### config.mk
export PLATFORM = sky130hd
export DESIGN_NAME = gxdc_walker
export DESIGN_NICKNAME = d
export VERILOG_FILES = /design/src/rtl/gxdc_pkg.sv /design/src/rtl/gxdc_walker.sv
export SDC_FILE = /design/constraint.sdc
export NUM_CORES = 1
export LEC_CHECK = 0
export BUFFER_PORTS_ARGS = -buffer_cell sky130_fd_sc_hd__buf_2
export CORE_ASPECT_RATIO = 0.7
export CORE_MARGIN = 2
export CORE_UTILIZATION = 50
export CTS_CLUSTER_SIZE = 40
export DETAILED_ROUTE_END_ITERATION = 12
export PLACE_DENSITY = 0.71
export SETUP_SLACK_MARGIN = 0.4
export SLEW_MARGIN = 20
export SYNTH_ARGS = -nofsm -noshare
export SYNTH_HDL_FRONTEND = slang
export SYNTH_SLANG_ARGS = --single-unit
### constraint.sdc
create_clock -name clk -period 19.6 [get_ports clk]
set_input_delay 3.92 -clock clk [delete_from_list [all_inputs] [get_ports clk]]
set_output_delay 3.92 -clock clk [all_outputs]
set_load 0.1 [all_outputs]
### src/rtl/gxdc_pkg.sv
// Shared constants, types and pixel conversion functions of the texture
// detiler. Used by every module of the block; depends on nothing.
`default_nettype none
package gxdc_pkg;

	localparam int PAL_DEPTH = 4096;
	localparam int PAL_AW    = $clog2(PAL_DEPTH);
	localparam int MAX_DIM   = 1024;
	localparam int DIM_W     = 11;
	localparam int IDX_W     = 20;
	localparam int ADDR_W    = 4;

	localparam logic [3:0] FMT_I4     = 4'd0;
	localparam logic [3:0] FMT_I8     = 4'd1;
	localparam logic [3:0] FMT_I4A4   = 4'd2;
	localparam logic [3:0] FMT_I8A8   = 4'd3;
	localparam logic [3:0] FMT_R5G6B5 = 4'd4;
	localparam logic [3:0] FMT_RGB5A3 = 4'd5;
	localparam logic [3:0] FMT_RGBA8  = 4'd6;
	localparam logic [3:0] FMT_IDX4   = 4'd8;
	localparam logic [3:0] FMT_IDX8   = 4'd9;
	localparam logic [3:0] FMT_IDX14  = 4'd10;
	localparam logic [3:0] FMT_DXT1   = 4'd14;

	localparam logic [1:0] PFMT_RGB5A3 = 2'd2;

	localparam logic [1:0] REG_FORMAT  = 2'd0;
	localparam logic [1:0] REG_WIDTH   = 2'd1;
	localparam logic [1:0] REG_HEIGHT  = 2'd2;
	localparam logic [1:0] REG_PALFMT  = 2'd3;

	localparam logic [1:0] ST_OK     = 2'd0;
	localparam logic [1:0] ST_UNSUP  = 2'd1;
	localparam logic [1:0] ST_PALIDX = 2'd2;

	// Per-request work description handed from the tile walker.
	typedef struct packed {
		logic [11:0] mrow;
		logic [11:0] mwid;
		logic [12:0] mcol;
		logic [3:0]  mask;
		logic [1:0]  last_k;
		logic        dxt;
		logic [1:0]  cit;
		logic        unsup;
		logic        pass;
	} walk_t;

	function automatic logic [31:0] conv_rgb5a3(input logic [15:0] p);
		logic [7:0] a, r, g, b;
		if (p[15]) begin
			a = 8'hff;
			r = {p[14:10], p[14:12]};
			g = {p[9:5], p[9:7]};
			b = {p[4:0], p[4:2]};
		end else begin
			a = {p[14:12], p[14:12], p[14:13]};
			r = {p[11:8], p[11:8]};
			g = {p[7:4], p[7:4]};
			b = {p[3:0], p[3:0]};
		end
		return {a, r, g, b};
	endfunction

	function automatic logic [7:0] rev_pairs(input logic [7:0] b);
		return {b[1:0], b[3:2], b[5:4], b[7:6]};
	endfunction

endpackage
`default_nettype wire

### src/rtl/gxdc_walker.sv
// Tile walker: tile and in-tile counters, per-request pixel coordinates
// and in-image mask. Depends on gxdc_pkg.
`default_nettype none
module gxdc_walker (
	input  wire                      clk,
	input  wire                      arst_n,
	input  wire                      clear,
	input  wire                      step,
	input  wire [3:0]                fmt,
	input  wire [gxdc_pkg::DIM_W-1:0] w,
	input  wire [gxdc_pkg::DIM_W-1:0] h,
	output gxdc_pkg::walk_t          walk
);
	import gxdc_pkg::*;

	logic [9:0] tile_col_q, tile_row_q;
	logic [2:0] row_q, col_q;
	logic       pass_q;

	logic [1:0]  tw_log, th_log, per_m1;
	logic        known, dxt;
	logic [12:0] x0, y;
	logic [12:0] bx, by;
	logic [DIM_W-1:0] bw, bh;
	logic [DIM_W:0] tiles_x, tiles_y;
	logic [9:0] n_tile_col, n_tile_row;
	logic [2:0] n_row, n_col;
	logic       n_pass, tile_done;
	logic [3:0] col_sum;

	always_comb begin
		known  = 1'b1;
		dxt    = 1'b0;
		tw_log = 2'd3;
		th_log = 2'd3;
		per_m1 = 2'd0;
		case (fmt)
			FMT_I4, FMT_IDX4: begin
				per_m1 = 2'd3;
			end
			FMT_I8, FMT_I4A4, FMT_IDX8: begin
				th_log = 2'd2;
				per_m1 = 2'd1;
			end
			FMT_I8A8, FMT_R5G6B5, FMT_RGB5A3, FMT_RGBA8, FMT_IDX14: begin
				tw_log = 2'd2;
				th_log = 2'd2;
			end
			FMT_DXT1: begin
				dxt = 1'b1;
			end
			default: begin
				known = 1'b0;
			end
		endcase
	end

	always_comb begin
		x0 = ({3'd0, tile_col_q} << tw_log) + {10'd0, col_q};
		y  = ({3'd0, tile_row_q} << th_log) + {10'd0, row_q};
		bx = {2'd0, tile_col_q, row_q[0]};
		by = {2'd0, tile_row_q, row_q[1]};
		bw = DIM_W'(({1'b0, w} + 12'd3) >> 2);
		bh = DIM_W'(({1'b0, h} + 12'd3) >> 2);

		walk        = '0;
		walk.last_k = per_m1;
		walk.dxt    = dxt;
		walk.cit    = col_q[1:0];
		walk.pass   = pass_q;
		if (!known) begin
			walk.unsup = 1'b1;
			walk.mask  = 4'b0001;
		end else if (dxt) begin
			walk.mrow    = by[11:0];
			walk.mwid    = {1'b0, bw};
			walk.mcol    = bx;
			walk.mask[0] = (bx < {2'd0, bw}) && (by < {2'd0, bh});
		end else begin
			walk.mrow = y[11:0];
			walk.mwid = {1'b0, w};
			walk.mcol = x0;
			for (int k = 0; k < 4; k++) begin
				walk.mask[k] = (2'(k) <= per_m1) && ((x0 + 13'(k)) < {2'd0, w})
					&& (y < {2'd0, h});
			end
		end
	end

	// Next counter values after one texture request.
	always_comb begin
		tiles_x = 12'(({1'b0, w} + (12'd1 << tw_log) - 12'd1) >> tw_log);
		tiles_y = 12'(({1'b0, h} + (12'd1 << th_log) - 12'd1) >> th_log);
		n_tile_col = tile_col_q;
		n_tile_row = tile_row_q;
		n_row      = row_q;
		n_col      = col_q;
		n_pass     = pass_q;
		tile_done  = 1'b0;
		col_sum    = {1'b0, col_q} + {2'd0, per_m1} + 4'd1;
		if (dxt) begin
			if (col_q[1:0] == 2'd3) begin
				n_col = 3'd0;
				if (row_q[1:0] == 2'd3) begin
					n_row     = 3'd0;
					tile_done = 1'b1;
				end else begin
					n_row = row_q + 3'd1;
				end
			end else begin
				n_col = col_q + 3'd1;
			end
		end else if (known) begin
			if (col_sum >= (4'd1 << tw_log)) begin
				n_col = 3'd0;
				if ({1'b0, row_q} + 4'd1 >= (4'd1 << th_log)) begin
					n_row = 3'd0;
					if (fmt == FMT_RGBA8 && !pass_q) begin
						n_pass = 1'b1;
					end else begin
						n_pass    = 1'b0;
						tile_done = 1'b1;
					end
				end else begin
					n_row = row_q + 3'd1;
				end
			end else begin
				n_col = col_sum[2:0];
			end
		end
		if (tile_done) begin
			if ({2'd0, tile_col_q} + 12'd1 >= tiles_x) begin
				n_tile_col = '0;
				n_tile_row = ({2'd0, tile_row_q} + 12'd1 >= tiles_y) ? '0 : tile_row_q + 10'd1;
			end else begin
				n_tile_col = tile_col_q + 10'd1;
			end
		end
	end

	always_ff @(posedge clk or negedge arst_n) begin
		if (!arst_n) begin
			tile_col_q <= '0;
			tile_row_q <= '0;
			row_q      <= '0;
			col_q      <= '0;
			pass_q     <= 1'b0;
		end else if (clear) begin
			tile_col_q <= '0;
			tile_row_q <= '0;
			row_q      <= '0;
			col_q      <= '0;
			pass_q     <= 1'b0;
		end else if (step) begin
			tile_col_q <= n_tile_col;
			tile_row_q <= n_tile_row;
			row_q      <= n_row;
			col_q      <= n_col;
			pass_q     <= n_pass;
		end
	end
endmodule
`default_nettype wire

==> results.toml, run 1 <==
[yosys]
synth-edff-count = 0
synthCells = 961
async_reset_ff_share_pct = 100
avgSynthCellArea_sq_um = 7.52
synth_top_flop_cell = "dfrtp_1"
netlist_area_sq_mm = 0.00723
synth-seq-area-share_pct = 9.35
synth_fp_nets = 1132
synth-seq-cells = 27
yosysWarnings = 0
synth.distinct_cells = 71

[route]
drtIter0Drc = 576
wl_per_cell_um = 17.6
antenna_left = 0
drc = 0
post_drt_via_cell_ratio = 5.94
routed_wl_um = 20800
drtPass1Iterations = 5
via_count = 7028

[grt]
grt.busiest_layer = "met1"
globalRouteOverflowTotal = 0
use_met1_pct = 43.7
grt_first_pass_wirelength_um = 33600
met3_usage_pct = 3.36
use_met2_pct = 37.8
grt.total_usage_pct = 26.6
grt_pass1_vias = 6335
grt_max_degree = 28
grt_antenna_before_repair = 0

[clock_tree]
cts-buffers-inserted = 3
cts_setup_buffers = 0
clk_latency_ns = 0.27
tritoncts = "done"
clockRootBuffer = "clkbuf_16"
ctsHoldBuffers = 0
clock_path_buffers = 2
ctsResizeCount = 0
cts.sinks = 27
cts.reportedPaths.clkPinSlew_ns = 0.07
h-tree-depth = 1

[power]
pwr_density_cell_mw_per_mm2 = 65.3
power.clock.fraction_pct = 9.9
pwr-share-comb_pct = 72.7
p_sw_mw = 0.294
seq_power_share_pct = 17.4
switching_share_pct = 58.3
leakagePower_nw = 3.76
power_mw = 0.505
intPower_mw = 0.211
ir_drop_uv = 119

[worst_setup_path]
setup.worst_path.class = "primary input to primary output"
cp.required_ns = 15.68
r2r_cells = 9
start_kind = "primary input"
reg2reg_to = "tile_row_q[0]"
r2r-start = "col_q[0]"
critical_path.endpoint_type = "primary output"
crit_arrival_ns = 9.13
reg2reg_slack_ns = 15.72
worstPathMaxFanout = 26

[floorplan]
core_area_sq_mm = 0.0140
start_util_pct = 51.6
io_pins = 78
dieArea_sq_mm = 0.0154
die_x_um = 148
die_h_um = 105
core.rowCount = 36

[timing]
max_slew_margin_pct = 35.7
fin_crit_ns = 13.05
slew_violations = 0
min_period_over_period_pct = 66.6
setup_ws_ns = 6.55
fin_hold_ws_ns = 0.588
hold_viol = 0
final-setup-viol-count = 0
final.setup_skew_ns = 0.00221
rsz0062_at_grt = "false"
finalSetupTns_ns = 0
fmax_ghz = 0.0766
worst_slew_pin_slew_ns = 0.964

[place]
gp_congestion = 0.915
io_buffer_count = 76
place_hpwl_um = 16700
preCtsSetupSlack_ns = 6.67

[hold_path]
hold_depth = 2
min_to = "pass_q"
min-delay-start = "pass_q"
hold_class = "flop to flop"

[finish]
nNetsFinal = 1165
drive_gt1_share_pct = 10.9
layout_common_cells = "138 x ha_1, 85 x nand2_1, 76 x buf_2"
fillers = 1359
postLayoutCoreUtil_pct = 55.2
antennaDiodeCount = 0
multi_input_area_sq_mm = 0.00607
final_common_cell = "ha_1"
ff_latch_area_sq_um = 676
area_growth_syn_to_layout_pct = 7.01

[run_status]
status = "finished clean"

[job]
maxCapViolations = 0
[worst max-delay path, cell delays in order]
cell	delay, ns
buf_2	0.37
xnor2_1	0.13
o21ai_1	0.18
buf_4	0.27
inv_1	0.26
and2_1	0.24
ha_1	0.20
ha_1	0.22
inv_1	0.13
nor3_4	0.09
xnor2_1	0.57
and2_1	0.33
nand2_1	0.11
xnor2_1	0.14
ha_1	0.32
a21o_1	0.18
a2111oi_0	0.49
nor2_1	0.09
or3_1	0.31
a21oi_1	0.12
buf_2	0.44
[worst max path at each step]
stage	endpoint	startpoint	cells after the start
floorplan	walk[8]	fmt[2]	23
global placement	walk[10]	fmt[2]	21
detailed placement	walk[8]	fmt[2]	21
CTS	walk[10]	fmt[2]	21
global route	walk[8]	fmt[2]	21
finish	walk[10]	fmt[2]	21
[area by class of cell]
| type | count | area share (%) |
|---|---|---|
| flip-flops and latches | 27 | 8.74 |
| repair buffers | 81 | 5.40 |
| multi-input cells | 815 | 78.5 |
| clock inverters | 1 | 0.0971 |
| inverters | 66 | 3.20 |
| clock buffers | 3 | 0.971 |
| well taps | 190 | 3.07 |
[metal layers]
metal / vias up / routed length (um)
met5: - / 0
met4: 0 / 60
met3: 6 / 1550
met2: 244 / 8260
met1: 3273 / 10900
li1: 3505 / -
[per-stage QoR]
| step | instance area, sq um | std cells |
|---|---|---|
| floorplan | 7230 | 961 |
| global placement | 7650 | 1179 |
| detailed placement | 7650 | 1179 |
| CTS | 7730 | 1183 |
| global route | 7730 | 1183 |
| finish | 7730 | 1183 |
[power groups by stage]
stage          Combinational [mW]  Sequential (mW)  Clock [mW]
4_1_cts                     0.366           0.0867      0.0506
3_5_place_dp                0.363           0.0879           0
3_3_place_gp                0.358           0.0880           0
6_report                    0.367           0.0879      0.0502
2_1_floorplan               0.302           0.0732           0
5_1_grt                     0.408           0.0897      0.0531
[cell usage after synthesis (17+ instances only)]
cell type / instances / area (sq um)
nand2_1: 85 / 319
nor3_1: 25 / 125
clkbuf_1: 34 / 128
mux2i_1: 22 / 220
a21o_1: 20 / 150
dfrtp_1: 27 / 676
a21oi_1: 44 / 220
nand3_1: 35 / 175
ha_1: 138 / 1730
a22o_1: 17 / 149
nor2_1: 70 / 263
xnor2_1: 68 / 596
o21ai_0: 74 / 370
inv_1: 64 / 240
xor2_1: 25 / 219
[state kept, by name (all words and copies together) (netlist names)]
register	flops
col_q	3
row_q	3
tile_row_q	10
pass_q	1
tile_col_q	10
[cell families after synthesis]
family | synth area share, %
fa+ha+maj | 24.7
xor+xnor | 11.5
flops | 9.35
simple gates | 20.9
mux | 3.67
other cells | 0.0519
compound gates | 23.2
buf+inv | 6.70
Note: power is estimated with default switching activity, not from simulation.
==> run 2: changes to the inputs <==
Settings changed: ABC_AREA from default to 1.
Clock period 19.6 ns to 13 ns, I/O delays scaled along.
==> run 2 against run 1 <==
Net effect:
- first-iteration DRC count rose by 47%
- routed wire length rose by 8.5%
- critical path depth rose by 4
- register-to-register slack got worse by 6.3 ns
- clock power rose by 50%
- via count rose by 12%
- worst setup slack got worse by 3.1 ns
- worst hold slack improved by 0.012 ns
- synthesized cell count rose by 20%
- core utilization fell by 0.61 points
- sequential cell count did not move
- final cell count rose by 19%
- largest power group unchanged
==> results.toml, run 2 <==
[grt]
grt_first_pass_wirelength_um = 35900
grt_antenna_before_repair = 0
grt.total_usage_pct = 28.5
grt_max_degree = 44
grt_pass1_vias = 6885
globalRouteOverflowTotal = 0

[yosys]
synth.distinct_cells = 48
synth_top_flop_cell = "dfrtp_1"
yosysTopAreaCellShare_pct = 23.5
synth_xor_area_share_pct = 7.74
synth_top_family_by_area = "simple AND/OR/NAND/NOR gates"
netlist_area_sq_mm = 0.00735
synth-seq-area-share_pct = 9.19
synth_simple_gate_area_share_pct = 31.3
synth-seq-cells = 27
yosysTopAreaCell = "ha_1"
synth-edff-count = 0
synthCells = 1152
synth_adder_area_share_pct = 24.3
synth-compound-area-share_pct = 15.4
muxShareOfSynthArea_pct = 0.544
synthMostInstantiatedCell = "nand2_1"
avgSynthCellArea_sq_um = 6.38
synthTopCellsByArea = "ha_1 23%, nand2_1 12%, dfrtp_1 9.2%, inv_1 9.1%, xor2_1 7.0%"
synth_fp_nets = 1323
yosysWarnings = 0
synth_commonest_cells = "226 x nand2_1, 179 x inv_1, 138 x ha_1, 98 x nor2_1, 90 x nand3_1"
async_reset_ff_share_pct = 100

[worst_setup_path]
r2r-start = "col_q[0]"
start_kind = "primary input"
crit_start = "fmt[0]"
cp.required_ns = 10.40
reg2reg_to = "tile_row_q[7]"
setup.worst_path.class = "primary input to primary output"
r2r_cells = 13
reg2reg_slack_ns = 9.47
critical_path.endpoint_type = "primary output"
crit_arrival_ns = 6.98
critPathCapture = "walk[10]"
worstPathMaxFanout = 23

[timing]
rsz0062_at_grt = "false"
fin_crit_ns = 9.58
slew_violations = 0
finalSetupTns_ns = 0
final.setup_skew_ns = 0.00525
max_slew_margin_pct = 47.9
worst_slew_pin_slew_ns = 0.780
fmax_ghz = 0.104
final-setup-viol-count = 0
hold_viol = 0
min_period_over_period_pct = 73.7

[floorplan]
die_x_um = 149
start_util_pct = 50.6
die_h_um = 105
core.rowCount = 37
core_area_sq_mm = 0.0145
io_pins = 78
dieArea_sq_mm = 0.0157

[route]
antenna_left = 0
via_count = 7887
wl_per_cell_um = 16.0
drtPass1Iterations = 6
drtIter0Drc = 846
drc = 0
routed_wl_um = 22500
post_drt_via_cell_ratio = 5.61

[clock_tree]
clockRootBuffer = "clkbuf_16"
tritoncts = "done"
ctsHoldBuffers = 0
clk_latency_ns = 0.27
cts-buffers-inserted = 3
clock_path_buffers = 2
ctsResizeCount = 0
cts_setup_buffers = 0
cts.reportedPaths.clkPinSlew_ns = 0.07
h-tree-depth = 1
cts.sinks = 27

[run_status]
status = "finished clean"

[power]
power_mw = 0.753
ir_drop_uv = 71.7
pwr_density_cell_mw_per_mm2 = 94.8
leakagePower_nw = 4.41

[finish]
nNetsFinal = 1381
area_growth_syn_to_layout_pct = 7.93
layout_common_cells = "226 x nand2_1, 179 x inv_1, 138 x ha_1"
final_common_cell = "nand2_1"
reg_top3 = "tile_col_q: 10 flops, tile_row_q: 10 flops"
drive_gt1_share_pct = 11.4

[hold_path]
hold_class = "flop to flop"

[place]
io_buffer_count = 76
gp_congestion = 0.968
place_hpwl_um = 18700

[job]
maxCapViolations = 0
-- run 2: cell count changes after synthesis, moves of 17 or more --
cell / before / now
xnor2_1: 68 / 6
nor2_1: 70 / 98
inv_1: 64 / 179
nand2_1: 85 / 226
xor2_1: 25 / 59
o22ai_1: 10 / 29
mux2i_1: 22 / 4
nand3_1: 35 / 90
a22o_1: 17 / 0
nand2_2: 0 / 21
clkbuf_1: 34 / 12
-- run 2: report_power, final --
part	leakage (nW)	internal (mW)	switching (mW)	total (mW)
clock network	0.0371	0.0420	0.0334	0.0754
logic	4.01	0.160	0.397	0.558
registers	0.369	0.0959	0.0239	0.120
total	4.41	0.298	0.455	0.753
-- run 2: stage by stage --
step	instance area [sq um]	utilization [%]	worst slack (ns)	cells	hold slack, ns
global route	7940	54.6	2.97	1404	0.636
floorplan	7350	-	3.30	1152	0.525
detailed placement	7850	54.0	3.50	1400	0.573
finish	7940	54.6	3.42	1405	0.600
global placement	7850	54.0	3.51	1400	0.585
CTS	7940	54.6	3.49	1404	0.594
-- run 2: worst min path at each step --
| stage | from | endpoint | cells after the start |
|---|---|---|---|
| 6_report | pass_q | pass_q | 2 |
| 5_1_grt | pass_q | pass_q | 2 |
| 4_1_cts | pass_q | pass_q | 2 |
| 3_5_place_dp | pass_q | pass_q | 2 |
| 3_3_place_gp | pass_q | pass_q | 2 |
| 2_1_floorplan | pass_q | pass_q | 2 |
-- run 2: cell type report --
| cell class | count | area (sq um) |
|---|---|---|
| clock inverter | 1 | 7.51 |
| sequential | 27 | 676 |
| inverter | 188 | 706 |
| tap | 195 | 244 |
| fill | 1461 | 6600 |
| multi-input combinational | 912 | 5830 |
| antenna | 1 | 2.50 |
| clock buffer | 3 | 75.1 |
| timing repair buffer | 78 | 395 |
-- run 2: worst max-delay path, cell delays in order --
cell and delay, ns:
buf_2 0.12, nand2_1 0.13, nand4_1 0.36, nand3_1 0.18
buf_4 0.30, inv_1 0.31, nor2_1 0.17, ha_1 0.28
ha_1 0.28, inv_1 0.09, nor2_1 0.14, inv_1 0.05
nand2_1 0.08, inv_1 0.05, ha_1 0.30, a21oi_1 0.17
o221ai_1 0.16, nand2_1 0.10, nand2_1 0.05, a31oi_1 0.18
nand2_1 0.15, nor2_1 0.12, nand3_1 0.10, nor2_1 0.10
buf_2 0.42
-- run 2: kinds of logic (layout without fill, tap and decap cells) --
group,Yosys count,in the layout
DFF,27,27
buffers and inverters,213,270
muxes,4,4
other,1,2
and+or+nand+nor,508,508
adders and majority gates,141,141
AOI/OAI and AO/OA,193,193
xor gates and xnor gates,65,65
-- run 2: metal layers --
metal	track usage (%)	share of wire, %	routed length [um]
met1	47.1	52	11800
met2	38.6	38	8470
met3	4.63	9.3	2090
met4	3.20	0.95	215
met5	0	0	0
